`src/rtl/swhsd_pkg.sv`:
```
// Package with the shared codes, widths and reset values of the humidity sensor decoder.
`default_nettype none
package swhsd_pkg;

	localparam int FrameEdgesDefault = 42;
	localparam int EdgeCountW        = 6;
	localparam int FrameBitsW        = 40;

	localparam logic [7:0] ZeroMinReset = 8'd60;
	localparam logic [7:0] ZeroMaxReset = 8'd90;
	localparam logic [7:0] OneMinReset  = 8'd110;
	localparam logic [7:0] OneMaxReset  = 8'd150;

	typedef enum logic [1:0] {
		OP_START   = 2'd0,
		OP_EDGE    = 2'd1,
		OP_TIMEOUT = 2'd2
	} op_t;

	typedef enum logic [1:0] {
		ST_OK       = 2'd0,
		ST_CHECKSUM = 2'd1,
		ST_TIMEOUT  = 2'd2
	} status_t;

	typedef enum logic [1:0] {
		REG_ZERO_MIN = 2'd0,
		REG_ZERO_MAX = 2'd1,
		REG_ONE_MIN  = 2'd2,
		REG_ONE_MAX  = 2'd3
	} reg_idx_t;

endpackage
`default_nettype wire

```
`src/rtl/single_wire_humidity_sensor_decoder.sv`:
```
// Top level of the single-wire humidity and temperature sensor frame decoder.
//
// Usage: the input channel carries one operation per transfer (start, line
// edge with its timer value, or timeout). A start arms the decoder. Every edge
// while armed is counted; from edge FirstBitEdge on, the interval to the previous
// edge is classified against the zero and one windows and shifted into a
// 40-bit frame. At the last edge of the frame the checksum is tested and a
// result transfer reports the status with the last checksum-valid humidity and
// temperature words. A timeout while armed reports a short frame instead.
// An input transfer is held in the input register and its result in the
// output register. Throughput: one input transfer per cycle unless stalled;
// the input register feeds the decode logic and the result register in the
// same cycle; state registers update as each item leaves the input register.
// When the receiver stalls, a pending result holds in the output register; the
// input register still drains items that give no result, and stops only when
// it holds an item with a result and the output register is full.
// Reset clears the armed flag, the counters, the stored readings and sets the
// four window registers to their reset values. APB pready is always high;
// users write registers only while the block is idle; it does not check.
`default_nettype none
module single_wire_humidity_sensor_decoder #(
	parameter int FRAME_EDGES = swhsd_pkg::FrameEdgesDefault
) (
	input  wire logic        clk,
	input  wire logic        arst_n,
	// input channel
	input  wire logic        in_valid,
	output logic             in_ready,
	input  wire logic [1:0]  operation,
	input  wire logic [15:0] edge_time,
	// result channel
	output logic             out_valid,
	input  wire logic        out_ready,
	output logic [1:0]       status,
	output logic [15:0]      humidity_raw,
	output logic [15:0]      temperature_raw,
	output logic [5:0]       edges_seen,
	// configuration port
	input  wire logic        psel,
	input  wire logic        penable,
	input  wire logic        pwrite,
	input  wire logic [3:0]  paddr,
	input  wire logic [31:0] pwdata,
	output logic [31:0]      prdata,
	output logic             pready
);

	localparam int CntW = swhsd_pkg::EdgeCountW;
	localparam int FbW  = swhsd_pkg::FrameBitsW;
	localparam logic [CntW-1:0] FrameEdgesW = CntW'(FRAME_EDGES);
	localparam logic [CntW-1:0] FirstBitEdge = CntW'(3);

	// Window registers
	logic [7:0] zero_min_q, zero_max_q, one_min_q, one_max_q;
	logic       cfg_write;

	// Input register
	logic        valid_s1;
	logic [1:0]  op_s1;
	logic [15:0] time_s1;

	// Decoder state
	logic            armed_q;
	logic [CntW-1:0] edge_count_q;
	logic [15:0]     prev_time_q;
	logic [FbW-1:0]  frame_q;
	logic [15:0]     good_hum_q, good_temp_q;

	// Output register
	logic        out_valid_s2;
	logic [1:0]  status_s2;
	logic [15:0] hum_s2, temp_s2;
	logic [5:0]  edges_s2;

	// Next-state and result logic
	logic            armed_d;
	logic [CntW-1:0] edge_count_d;
	logic [15:0]     prev_time_d;
	logic [FbW-1:0]  frame_d;
	logic [15:0]     good_hum_d, good_temp_d;
	logic            res_want;
	logic [1:0]      res_status;
	logic [CntW-1:0] cnt_inc;
	logic [15:0]     interval;
	logic [7:0]      interval_sat;
	logic            bit_val;
	logic [FbW-1:0]  frame_shift;
	logic [7:0]      byte_sum;
	logic            s1_go;
	logic            s1_take;

	assign pready    = 1'b1;
	assign cfg_write = psel && penable && pwrite && pready;

	always_ff @(posedge clk or negedge arst_n) begin
		if (!arst_n) begin
			zero_min_q <= swhsd_pkg::ZeroMinReset;
			zero_max_q <= swhsd_pkg::ZeroMaxReset;
			one_min_q  <= swhsd_pkg::OneMinReset;
			one_max_q  <= swhsd_pkg::OneMaxReset;
		end else if (cfg_write) begin
			case (swhsd_pkg::reg_idx_t'(paddr[3:2]))
				swhsd_pkg::REG_ZERO_MIN: zero_min_q <= pwdata[7:0];
				swhsd_pkg::REG_ZERO_MAX: zero_max_q <= pwdata[7:0];
				swhsd_pkg::REG_ONE_MIN:  one_min_q  <= pwdata[7:0];
				swhsd_pkg::REG_ONE_MAX:  one_max_q  <= pwdata[7:0];
				default: ;
			endcase
		end
	end

	always_comb begin
		case (swhsd_pkg::reg_idx_t'(paddr[3:2]))
			swhsd_pkg::REG_ZERO_MIN: prdata = {24'd0, zero_min_q};
			swhsd_pkg::REG_ZERO_MAX: prdata = {24'd0, zero_max_q};
			swhsd_pkg::REG_ONE_MIN:  prdata = {24'd0, one_min_q};
			swhsd_pkg::REG_ONE_MAX:  prdata = {24'd0, one_max_q};
			default:                 prdata = 32'd0;
		endcase
	end

	// Bit decision: the interval wraps with the timer and saturates at 255.
	// The zero window takes priority; an interval in neither window reads as 0.
	assign cnt_inc      = edge_count_q + CntW'(1);
	assign interval     = time_s1 - prev_time_q;
	assign interval_sat = (|interval[15:8]) ? 8'hFF : interval[7:0];
	always_comb begin
		if (interval_sat > zero_min_q && interval_sat < zero_max_q) begin
			bit_val = 1'b0;
		end else if (interval_sat > one_min_q && interval_sat < one_max_q) begin
			bit_val = 1'b1;
		end else begin
			bit_val = 1'b0;
		end
	end

	assign frame_shift = (cnt_inc >= FirstBitEdge) ? {frame_q[FbW-2:0], bit_val} : frame_q;
	assign byte_sum    = frame_shift[39:32] + frame_shift[31:24]
		+ frame_shift[23:16] + frame_shift[15:8];

	always_comb begin
		armed_d      = armed_q;
		edge_count_d = edge_count_q;
		prev_time_d  = prev_time_q;
		frame_d      = frame_q;
		good_hum_d   = good_hum_q;
		good_temp_d  = good_temp_q;
		res_want     = 1'b0;
		res_status   = swhsd_pkg::ST_OK;
		case (swhsd_pkg::op_t'(op_s1))
			swhsd_pkg::OP_START: begin
				armed_d      = 1'b1;
				edge_count_d = '0;
				frame_d      = '0;
			end
			swhsd_pkg::OP_TIMEOUT: begin
				if (armed_q) begin
					armed_d    = 1'b0;
					res_want   = 1'b1;
					res_status = swhsd_pkg::ST_TIMEOUT;
				end
			end
			swhsd_pkg::OP_EDGE: begin
				if (armed_q) begin
					edge_count_d = cnt_inc;
					prev_time_d  = time_s1;
					frame_d      = frame_shift;
					if (cnt_inc == FrameEdgesW) begin
						armed_d  = 1'b0;
						res_want = 1'b1;
						if (byte_sum == frame_shift[7:0]) begin
							res_status  = swhsd_pkg::ST_OK;
							good_hum_d  = frame_shift[39:24];
							good_temp_d = frame_shift[23:8];
						end else begin
							res_status = swhsd_pkg::ST_CHECKSUM;
						end
					end
				end
			end
			default: ;
		endcase
	end

	// The item in the input register leaves unless it has a result and the
	// output register is full and stalled.
	assign s1_go    = !res_want || !out_valid_s2 || out_ready;
	assign s1_take  = valid_s1 && s1_go;
	assign in_ready = !valid_s1 || s1_go;

	always_ff @(posedge clk or negedge arst_n) begin
		if (!arst_n) begin
			valid_s1 <= 1'b0;
		end else if (in_ready) begin
			valid_s1 <= in_valid;
		end
	end

	always_ff @(posedge clk) begin
		if (in_ready && in_valid) begin
			op_s1   <= operation;
			time_s1 <= edge_time;
		end
	end

	always_ff @(posedge clk or negedge arst_n) begin
		if (!arst_n) begin
			armed_q      <= 1'b0;
			edge_count_q <= '0;
			prev_time_q  <= '0;
			frame_q      <= '0;
			good_hum_q   <= '0;
			good_temp_q  <= '0;
		end else if (s1_take) begin
			armed_q      <= armed_d;
			edge_count_q <= edge_count_d;
			prev_time_q  <= prev_time_d;
			frame_q      <= frame_d;
			good_hum_q   <= good_hum_d;
			good_temp_q  <= good_temp_d;
		end
	end

	always_ff @(posedge clk or negedge arst_n) begin
		if (!arst_n) begin
			out_valid_s2 <= 1'b0;
		end else if (s1_take && res_want) begin
			out_valid_s2 <= 1'b1;
		end else if (out_ready) begin
			out_valid_s2 <= 1'b0;
		end
	end

	always_ff @(posedge clk) begin
		if (s1_take && res_want) begin
			status_s2 <= res_status;
			hum_s2    <= good_hum_d;
			temp_s2   <= good_temp_d;
			edges_s2  <= edge_count_d;
		end
	end

	assign out_valid       = out_valid_s2;
	assign status          = status_s2;
	assign humidity_raw    = hum_s2;
	assign temperature_raw = temp_s2;
	assign edges_seen      = edges_s2;

`ifndef SYNTHESIS
	a_count_bound: assert property (@(posedge clk) disable iff (!arst_n)
		edge_count_q <= FrameEdgesW)
		else $error("edge count passed the frame length");

	a_disarm_result: assert property (@(posedge clk) disable iff (!arst_n)
		$fell(armed_q) |-> out_valid_s2)
		else $error("decoder disarmed without loading a result");

	a_full_frame: assert property (@(posedge clk) disable iff (!arst_n)
		out_valid_s2 && (status_s2 == swhsd_pkg::ST_OK || status_s2 == swhsd_pkg::ST_CHECKSUM)
		|-> edges_s2 == FrameEdgesW)
		else $error("frame result reported with a short edge count");

	a_short_frame: assert property (@(posedge clk) disable iff (!arst_n)
		out_valid_s2 && status_s2 == swhsd_pkg::ST_TIMEOUT |-> edges_s2 < FrameEdgesW)
		else $error("timeout reported with a complete edge count");
`endif

endmodule
`default_nettype wire
```
`config.mk`:
```
export PLATFORM = sky130hd
export DESIGN_NAME = single_wire_humidity_sensor_decoder
export DESIGN_NICKNAME = d
export VERILOG_FILES = /design/src/rtl/swhsd_pkg.sv /design/src/rtl/single_wire_humidity_sensor_decoder.sv
export SDC_FILE = /design/constraint.sdc
export NUM_CORES = 1
export LEC_CHECK = 0
export ABC_CLOCK_PERIOD_IN_PS = 8800
export BUFFER_PORTS_ARGS = -buffer_cell sky130_fd_sc_hd__buf_2
export CORE_UTILIZATION = 45
export CTS_BUF_LIST = sky130_fd_sc_hd__clkbuf_4
export CTS_CLUSTER_DIAMETER = 120
export DETAILED_ROUTE_END_ITERATION = 7
export GPL_ROUTABILITY_DRIVEN = 0
export PLACE_DENSITY = 0.67
export SYNTH_ARGS = -nofsm -noshare
export SYNTH_HDL_FRONTEND = slang
export SYNTH_SLANG_ARGS = --single-unit
```
`constraint.sdc`:
```
create_clock -name clk -period 8.8 [get_ports clk]
set_clock_uncertainty 0.2 [all_clocks]
set_input_delay 1.76 -clock clk [delete_from_list [all_inputs] [get_ports clk]]
set_output_delay 1.76 -clock clk [all_outputs]
set_load 0.02 [all_outputs]
```
==> results.py, run 1 <==
metrics = {
    "timing": {
        "grt_setup_unrepaired": "no",
        "finalMaxSlewViolations": 0,
        "finalSetupViolations": 0,
        "slew_headroom": 0.2404,
        "hold_viol_final": 0,
        "tightestPinTransition_ns": 1.138,
        "period_share": 0.8067,
        "layout_min_cycle_time_ns": 7.099,
        "finalSetupTns_ns": 0,
        "fmax_ghz": 0.1409,
    },
    "clocking": {
        "clk_latency_ns": 0.61,
        "cts_resized": 0,
        "path_clk_slew_ns": 0.18,
        "post_cts_buffers": 0,
        "cts_tree": "yes",
        "cts_buffers": 17,
        "cts.sinks": 187,
        "postCtsHoldBufs": 0,
        "htree_levels": 4,
        "cts.root.buffer_cell": "clkbuf_4",
        "clk_path_buf_depth": 2,
    },
    "worst_setup_path": {
        "critPathLaunchType": "flip-flop",
        "cp-end-kind": "flip-flop",
        "cp.required_ns": 8.98,
        "worst-endpoint-arrival_ns": 7.27,
        "timing_worst_setup_path_type": "flip-flop to flip-flop",
        "path_max_fanout": 32,
    },
    "yosys": {
        "synth_seq_area_share": 0.4509,
        "synth_ff_type": "dfrtp_1",
        "synthXorXnorAreaFrac": 0.02769,
        "synthAdderAreaFrac": 0.09156,
        "netlist_instances": 950,
        "synth_top_cells_by_area": "dfrtp_1, edfxtp_1, mux2_4",
        "muxShareOfSynthArea": 0.1680,
        "synth_edf_count": 58,
        "synth_top_family_by_area": "multiplexers",
        "ys_warn_count": 0,
        "synthSimpleGateAreaFrac": 0.08274,
        "synth_compound_gate_area_share": 0.1056,
        "synth_cell_types": 74,
        "ys_ff_latch": 187,
        "syn_area_um2": 11070,
        "synth_top_area_cell": "dfrtp_1",
        "synth_top_area_frac": 0.2532,
        "avgSynthCellArea_um2": 11.65,
        "async_flop_share": 0.6898,
    },
    "cells_and_area": {
        "layout_common_cells": "dfrtp_1, inv_1, nand2_1",
        "fin_util": 0.4924,
        "multi_input_area_um2": 5380,
        "final_common_cell": "dfrtp_1",
        "regArea_um2": 4991,
        "num-nets-final": 1153,
        "drive_gt1_frac": 0.2749,
        "syn2layout_area_growth_pct": 7.867,
        "fillers": 2213,
    },
    "route": {
        "wl_per_cell_um": 15.57,
        "drtIter0Drc": 313,
        "ant_nets": 0,
        "via_per_inst": 5.178,
        "drc_errors": 0,
        "first_pass_iters": 5,
        "routed_wl_um": 21140,
        "vias": 7032,
    },
    "floorplanning": {
        "start_util": 0.4565,
        "dieArea_um2": 25230,
        "die_h_um": 158.8,
        "die_x_um": 158.8,
        "coreArea_um2": 24250,
        "row_count": 57,
        "io_pins": 136,
    },
    "global_routing": {
        "grt_pass1_vias": 6831,
        "grt_pass1_wl_um": 35570,
        "grt_use_total": 0.1768,
        "grt_max_degree": 75,
        "antenna_found_initial": 1,
        "grt_overflow": 0,
    },
    "place": {
        "dpl.hpwl_um": 15160,
        "io_buffers": 84,
    },
    "power": {
        "clkPwrFrac": 0.225,
        "seqPwrFrac": 0.469,
        "leakage_nw": 5.189,
        "p_switching_uw": 802.2,
        "pwr-share-comb": 0.306,
        "p_per_area_nw_per_um2": 185.2,
        "p_int_mw": 1.409,
        "ir_drop_v": 0.00009673,
        "swShare": 0.3629,
    },
    "job": {
        "max_cap_viol_count": 0,
    },
    "hold_path": {
        "min-delay-path-class": "flip-flop to flip-flop",
    },
    "outcome": {
        "outcome": "finished clean",
    },
}
==> registers in the layout, indices dropped and copies added, names as in the netlist, 2 cells and up <==
name             cells
zero_max_q           8
edge_count_q         6
temperature_raw     16
status               2
zero_min_q           8
one_min_q            8
humidity_raw        16
good_temp_q         16
time_s1             16
op_s1                2
frame_q             40
one_max_q            8
edges_seen           6
prev_time_q         16
good_hum_q          16
==> layer usage <==
metal	GRT usage	up-vias	wire, µm
li1	-	3422	-
met3	0.02665	19	728
met5	0	-	0
met2	0.2723	132	9819
met1	0.2597	3459	10380
met4	0.04501	0	214
==> kinds of logic (layout without fill, tap and decap cells) <==
kind of cell	count (synthesis)	count (layout)
AND/OR/NAND/NOR	187	187
buffers and inverters	159	219
adder cells (fa/ha/maj)	72	72
XOR/XNOR	35	35
multiplexers	136	136
other	2	26
flip-flops	187	187
AO/OA/AOI/OAI	172	172
==> cells in the mapped netlist, types with 6 or more instances <==
master and instances:
a21o_1 14, a21oi_1 20, a22o_1 21, buf_12 6
buf_4 25, clkbuf_1 24, dfrtp_1 112, dfstp_2 17
edfxtp_1 58, fa_1 15, ha_1 57, inv_1 96
mux2_2 54, mux2_4 61, mux2i_1 11, mux4_2 8
nand2_1 95, nand2b_1 10, nand4_1 11, nor2_1 21
nor2b_1 7, nor3_1 6, o21ai_0 68, xnor2_1 21
xor2_1 14
==> power by group through the flow <==
stage / clock network (mW) / logic [mW] / registers (mW)
2_1_floorplan: 0 / 0.536 / 1.05
3_3_place_gp: 0 / 0.668 / 1.05
3_5_place_dp: 0 / 0.675 / 1.06
4_1_cts: 0.514 / 0.680 / 1.04
5_1_grt: 0.545 / 0.760 / 1.05
6_report: 0.497 / 0.677 / 1.04
==> critical path, cell delays in order (launching register included) <==
cell and delay (ns):
dfrtp_1 0.48, ha_1 0.29, nand2_1 0.10, nor2_1 0.10, o21bai_1 0.12, a211oi_4 0.21
buf_4 0.35, buf_4 0.39, mux2_2 0.25, inv_1 0.08, fa_1 0.46, fa_1 0.51
inv_1 0.04, ha_1 0.22, fa_1 0.41, a21oi_1 0.14, nor2_1 0.05, nor2_1 0.16
xnor2_1 0.13, mux2i_1 0.18, xor2_1 0.17, nand3_1 0.08, nor3_1 0.46, nand3b_1 0.21
mux2i_4 0.17, buf_4 0.50, mux2_4 0.35
==> final cells by class <==
class	count	share of cell area
multi-input combinational	627	0.4506
timing repair buffer	91	0.03982
clock buffer	17	0.01069
inverter	96	0.03018
clock inverter	15	0.01656
tap	324	0.03395
antenna	1	0.0002096
sequential	187	0.4180
==> metrics by stage <==
| stage | total power [mW] | hold WS [ns] | cells | area, µm² | worst slack [ns] |
|---|---|---|---|---|---|
| final | 2.211 | 0.3139 | 1358 | 11940 | 1.701 |
| after global routing | 2.353 | 0.3488 | 1358 | 11940 | 1.123 |
| after CTS | 2.231 | 0.3174 | 1357 | 11940 | 1.682 |
| after detailed placement | 1.731 | 0.2785 | 1325 | 11610 | 1.742 |
| after global placement | 1.720 | 0.2725 | 1325 | 11610 | 1.867 |
| after floorplan | 1.583 | 0.2538 | 973 | 11160 | 2.205 |
==> worst paths after layout <==
kind	from	slack (ns)	end	cells after the start
worst min register to register	time_s1[15]	0.31	prev_time_q[15]	2
min in group asynchronous	arst_n	0.97	prev_time_q[13]	1
worst min-delay path	time_s1[15]	0.31	prev_time_q[15]	2
worst max-delay path	edge_count_q[0]	1.70	humidity_raw[9]	26
max in group asynchronous	arst_n	5.95	frame_q[30]	2
worst max register to register	edge_count_q[0]	1.70	humidity_raw[9]	26
Power figures use the tool's default switching activity.
==> inputs of run 2 (changes only) <==
- ABC_AREA: default -> 1
- ABC_CLOCK_PERIOD_IN_PS: 8800 -> 6180
- PLACE_DENSITY: 0.67 -> 0.7
- clock period: 8.8 -> 6.18 ns (I/O delays scaled with it)
==> run 2 against run 1 <==
Global-route usage grew 2.1 points. Non-clock buffer count grew 17. Total power grew 82%. Sequential power grew 42%. Utilization grew 2.3 points. Largest power group is now combinational logic.
==> results.py, run 2 <==
metrics = {
    "worst_setup_path": {
        "crit_family": "adder cells",
        "max_stage_delay_ns": 0.56,
        "cp-end-kind": "flip-flop",
        "worst-endpoint-arrival_ns": 6.16,
        "critPathLaunchType": "flip-flop",
        "path_buf_inv": 6,
        "cp.required_ns": 6.36,
        "r2r_end": "humidity_raw[7]",
        "rr_worst_depth": 28,
        "reg2reg_slack_ns": 0.19,
        "path_max_fanout": 9,
        "timing_worst_setup_path_type": "flip-flop to flip-flop",
        "cp_common_cell": "fa_1",
        "critical_path_depth": 28,
        "slowest_stage": "fa_1",
        "r2r_start": "edge_count_q[0]",
    },
    "timing": {
        "hold_viol_final": 0,
        "setup_ws_ns": 0.1920,
        "finalMaxSlewViolations": 0,
        "slew_headroom": 0.2707,
        "finalSetupViolations": 0,
        "tightestPinTransition_ns": 1.093,
        "layout_min_cycle_time_ns": 5.988,
        "fmax_ghz": 0.1670,
        "period_share": 0.9689,
    },
    "clocking": {
        "clk_latency_ns": 0.60,
        "cts.root.buffer_cell": "clkbuf_4",
        "htree_levels": 4,
        "cts_buffers": 17,
        "path_clk_slew_ns": 0.17,
        "cts_tree": "yes",
        "postCtsHoldBufs": 0,
        "cts.sinks": 187,
        "clk_path_buf_depth": 2,
    },
    "global_routing": {
        "grt_max_degree": 130,
        "met1_usage": 0.2874,
        "grt_overflow": 0,
        "grt_pass1_wl_um": 39210,
        "met2_usage": 0.3005,
        "grt_use_total": 0.1978,
        "met3_usage": 0.02994,
        "top_usage_layer": "met2",
        "antenna_found_initial": 1,
        "grt_pass1_vias": 8060,
    },
    "cells_and_area": {
        "top_register": "frame_q",
        "layout.cells.non_filler": 1758,
        "drive_gt1_frac": 0.1259,
        "final_common_cell": "nand2_1",
        "regArea_um2": 4994,
        "multi_input_area_um2": 4848,
        "fin_area_um2": 12200,
        "fillers": 2270,
        "num-nets-final": 1558,
        "largest_reg_flops": 40,
        "syn2layout_area_growth_pct": 10.99,
        "fin_util": 0.5150,
        "layout_common_cells": "nand2_1, inv_1, dfrtp_1",
    },
    "yosys": {
        "synth_edf_count": 58,
        "synth_seq_area_share": 0.4542,
        "synthTopCellsByCount": "nand2_1, inv_1, dfrtp_1, o21ai_0, nand3_1",
        "netlist_instances": 1342,
        "synth_top_area_cell": "dfrtp_1",
        "syn_area_um2": 10990,
        "async_flop_share": 0.6898,
        "ys_warn_count": 0,
        "synth_ff_type": "dfrtp_1",
        "yosysMostFrequentCell": "nand2_1",
        "synth_top_cells_by_area": "dfrtp_1, edfxtp_1, nand2_1",
        "synth_top_area_frac": 0.2550,
        "avgSynthCellArea_um2": 8.189,
        "synth_cell_types": 44,
        "ys_ff_latch": 187,
    },
    "route": {
        "first_pass_iters": 5,
        "vias": 8689,
        "drc_errors": 0,
        "ant_nets": 0,
        "via_per_inst": 4.943,
        "wl_per_cell_um": 13.77,
        "routed_wl_um": 24200,
        "drtIter0Drc": 609,
    },
    "place": {
        "placed_cells": 1713,
        "pre_cts_ws_ns": 0.007435,
        "place_area_um2": 11680,
        "dpl.hpwl_um": 16330,
        "io_buffers": 84,
    },
    "floorplanning": {
        "start_util": 0.4640,
        "die_x_um": 158.3,
        "coreArea_um2": 23680,
        "die_h_um": 158.3,
        "io_pins": 136,
        "dieArea_um2": 25050,
        "row_count": 56,
    },
    "power": {
        "leakage_nw": 5.934,
        "p_per_area_nw_per_um2": 330.0,
        "ir_drop_v": 0.0002057,
        "total_power_mw": 4.025,
    },
    "hold_path": {
        "holdPathEnd": "good_temp_q[7]",
        "min-delay-path-class": "flip-flop to flip-flop",
        "min_from": "good_temp_q[7]",
        "min_path_cells": 2,
    },
    "outcome": {
        "outcome": "finished clean",
    },
    "job": {
        "max_cap_viol_count": 0,
    },
}
run 2: layer usage:
layer | vias up | part of all wire
met3 | 36 | 0.049
met1 | 4002 | 0.49
met4 | 0 | 0.017
met5 | - | 0
met2 | 226 | 0.45
li1 | 4425 | -
run 2: repair_timing:
action,CTS,global route
gates cloned,0,5
resized for setup,1,21
setup endpoints to repair,3,64
buffers inserted,0,7
pin swaps,0,15
run 2: layout make-up:
class	instances	share of cell area
diodes	1	0.0002052
flip-flops and latches	187	0.4094
multi-input cells	864	0.3975
repair buffers	108	0.06053
inverters	247	0.07602
clock inverters	14	0.01252
clock buffers	18	0.01108
well taps	319	0.03272
run 2: logic make-up after synthesis:
kind of cell,after synthesis,share of synthesized area
AND/OR/NAND/NOR,552,0.2176
buffers and inverters,316,0.1184
AO/OA/AOI/OAI,188,0.09610
flip-flops,187,0.4542
adder cells (fa/ha/maj),72,0.09222
XOR/XNOR,24,0.01981
other,2,0.0006834
multiplexers,1,0.001025
run 2: report_power, final:
group / switching, mW / internal, mW / leakage, nW
Clock: 0.472 / 0.223 / 0.151
Combinational: 1.07 / 0.772 / 3.53
Sequential: 0.0722 / 1.41 / 2.25
Total: 1.62 / 2.41 / 5.93
run 2: through the flow:
step	setup TNS [ns]	hold WS (ns)
finish	0	0.2990
global route	-0.8175	0.3233
CTS	0	0.3022
detailed placement	0	0.2648
global placement	0	0.2610
floorplan	0	0.2491
run 2: worst max path at each step:
stage	startpoint	to
2_1_floorplan	edge_count_q[0]	humidity_raw[0]
3_3_place_gp	edge_count_q[0]	temperature_raw[6]
3_5_place_dp	edge_count_q[0]	temperature_raw[11]
4_1_cts	edge_count_q[0]	temperature_raw[6]
5_1_grt	edge_count_q[0]	humidity_raw[8]
6_report	edge_count_q[0]	humidity_raw[7]
run 2: tightest hold or removal path, cell delays in order (launching register included):
cell and delay, ns:
dfrtp_1 0.37, nand2_1 0.05, nand2_1 0.05
==> inputs of run 3 (changes only) <==
- HOLD_SLACK_MARGIN: default -> 0.02
- RECOVER_POWER: default -> 25
==> run 3 against run 2 <==
The run now ends with capacitance limit, slew limit left. Sequential power hardly changed. Hold slack is the same. Clock power about the same. Utilization decreased by 0.063 points. Non-clock buffer count stayed put. Cell area decreased by 0.12%. Total power hardly changed. Sequential cell count unchanged. Critical endpoint unchanged. Largest power group unchanged. Highest routed layer unchanged.
==> results.py, run 3 (synthesized netlist as in run 2, its figures left out) <==
metrics = {
    "cells_and_area": {
        "syn2layout_area_growth_pct": 10.85,
        "num-nets-final": 1558,
        "top_register": "frame_q",
        "largest_reg_flops": 40,
        "final_common_cell": "nand2_1",
        "layout.cells.non_filler": 1758,
        "fillers": 2272,
        "drive_gt1_frac": 0.1259,
        "layout_common_cells": "nand2_1, inv_1, dfrtp_1",
    },
    "worst_setup_path": {
        "cp-end-kind": "flip-flop",
        "worst-endpoint-arrival_ns": 6.16,
        "critPathLaunchType": "flip-flop",
        "slowest_stage": "fa_1",
        "path_buf_inv": 6,
        "crit_family": "adder cells",
        "path_max_fanout": 9,
        "cp.required_ns": 6.36,
        "cp_common_cell": "fa_1",
        "timing_worst_setup_path_type": "flip-flop to flip-flop",
        "max_stage_delay_ns": 0.56,
    },
    "global_routing": {
        "grt_max_degree": 130,
        "met1_usage": 0.2874,
        "met2_usage": 0.3005,
        "grt_use_total": 0.1978,
        "met3_usage": 0.02994,
        "grt_overflow": 0,
        "top_usage_layer": "met2",
        "grt_pass1_vias": 8060,
        "antenna_found_initial": 1,
        "grt_pass1_wl_um": 39210,
    },
    "outcome": {
        "violations": "capacitance limit, slew limit",
        "outcome": "finished with violations",
    },
    "floorplanning": {
        "die_h_um": 158.3,
        "io_pins": 136,
        "coreArea_um2": 23680,
        "die_x_um": 158.3,
        "dieArea_um2": 25050,
        "row_count": 56,
        "start_util": 0.4640,
    },
    "route": {
        "wl_per_cell_um": 13.77,
        "ant_nets": 0,
        "routed_wl_um": 24200,
        "drc_errors": 0,
        "first_pass_iters": 5,
        "drtIter0Drc": 594,
        "via_per_inst": 4.945,
        "vias": 8694,
    },
    "clocking": {
        "postCtsHoldBufs": 0,
        "cts_tree": "yes",
        "cts.root.buffer_cell": "clkbuf_4",
        "cts.sinks": 187,
        "cts_buffers": 17,
        "htree_levels": 4,
        "path_clk_slew_ns": 0.17,
        "clk_path_buf_depth": 2,
        "clk_latency_ns": 0.59,
    },
    "place": {
        "dpl.hpwl_um": 16330,
        "io_buffers": 84,
        "placed_cells": 1713,
    },
    "timing": {
        "finalSetupTns_ns": 0,
        "hold_viol_final": 0,
        "fmax_ghz": 0.1670,
        "period_share": 0.9691,
        "tightestPinTransition_ns": 3.328,
        "finalMaxSlewViolations": 130,
        "finalSetupViolations": 0,
        "slew_headroom": -1.219,
        "layout_min_cycle_time_ns": 5.989,
    },
    "hold_path": {
        "min-delay-path-class": "flip-flop to flip-flop",
    },
    "power": {
        "leakage_nw": 5.929,
        "p_per_area_nw_per_um2": 330.2,
        "ir_drop_v": 0.0002057,
    },
    "job": {
        "max_cap_viol_count": 1,
    },
}
-- run 3: changes by cell type in the layout (fill, tap and decap cells not counted), sizes merged --
cell    before  now
buf        105  103
clkbuf      21   23
-- run 3: per-layer routing --
layer | part of all wire | wire [µm]
met3 | 0.046 | 1124
met4 | 0.017 | 420
met1 | 0.49 | 11870
met5 | 0 | 0
met2 | 0.45 | 10790
-- run 3: repair_timing --
action / 4_1_cts / 5_1_grt
setup buffers: 0 / 7
setup endpoints to repair: 3 / 64
pin swaps: 0 / 15
gates resized for setup: 1 / 21
cloned: 0 / 5
-- run 3: final timing paths --
kind,from,endpoint,slack (ns),cells after the start
setup / recovery,edge_count_q[0],humidity_raw[7],0.19,28
hold / removal,good_temp_q[7],good_temp_q[7],0.30,2
setup reg to reg,edge_count_q[0],humidity_raw[7],0.19,28
hold reg to reg,good_temp_q[7],good_temp_q[7],0.30,2
max in group asynchronous,arst_n,edge_count_q[1],1.98,2
min in group asynchronous,arst_n,prev_time_q[9],1.53,2
-- run 3: per-stage QoR --
step                utilization  hold slack [ns]  setup WS, ns  total power, mW  cell area, µm²
finish                   0.5144           0.2990        0.1908            4.023           12180
global placement         0.4930           0.2610        0.1727            2.850           11680
detailed placement       0.4930           0.2648      0.007435            2.878           11680
global route             0.5144           0.3233      -0.05380            4.293           12180
floorplan                     -           0.2491        0.1697            2.535           11080
CTS                      0.5054           0.3022       0.06615            3.580           11970
-- run 3: worst min-delay path, cell delays in order (launching register included) --
cell	delay, ns
dfrtp_1	0.37
nand2_1	0.05
nand2_1	0.05
-- run 3: report_power, final --
part	internal [mW]	switching, mW	leakage [nW]
Sequential	1.41	0.0722	2.25
Combinational	0.771	1.07	3.53
Clock	0.223	0.471	0.151
Total	2.41	1.62	5.93
-- run 3: area by class of cell --
class,instances,area [µm²],area share
Clock inverter,14,152.6,0.01253
Antenna cell,1,2.502,0.0002054
Multi-Input combinational cell,864,4848,0.3980
Tap cell,319,399.1,0.03276
Clock buffer,18,135.1,0.01109
Sequential cell,187,4994,0.4099
Inverter,247,927.1,0.07611
Timing Repair Buffer,108,723.2,0.05937
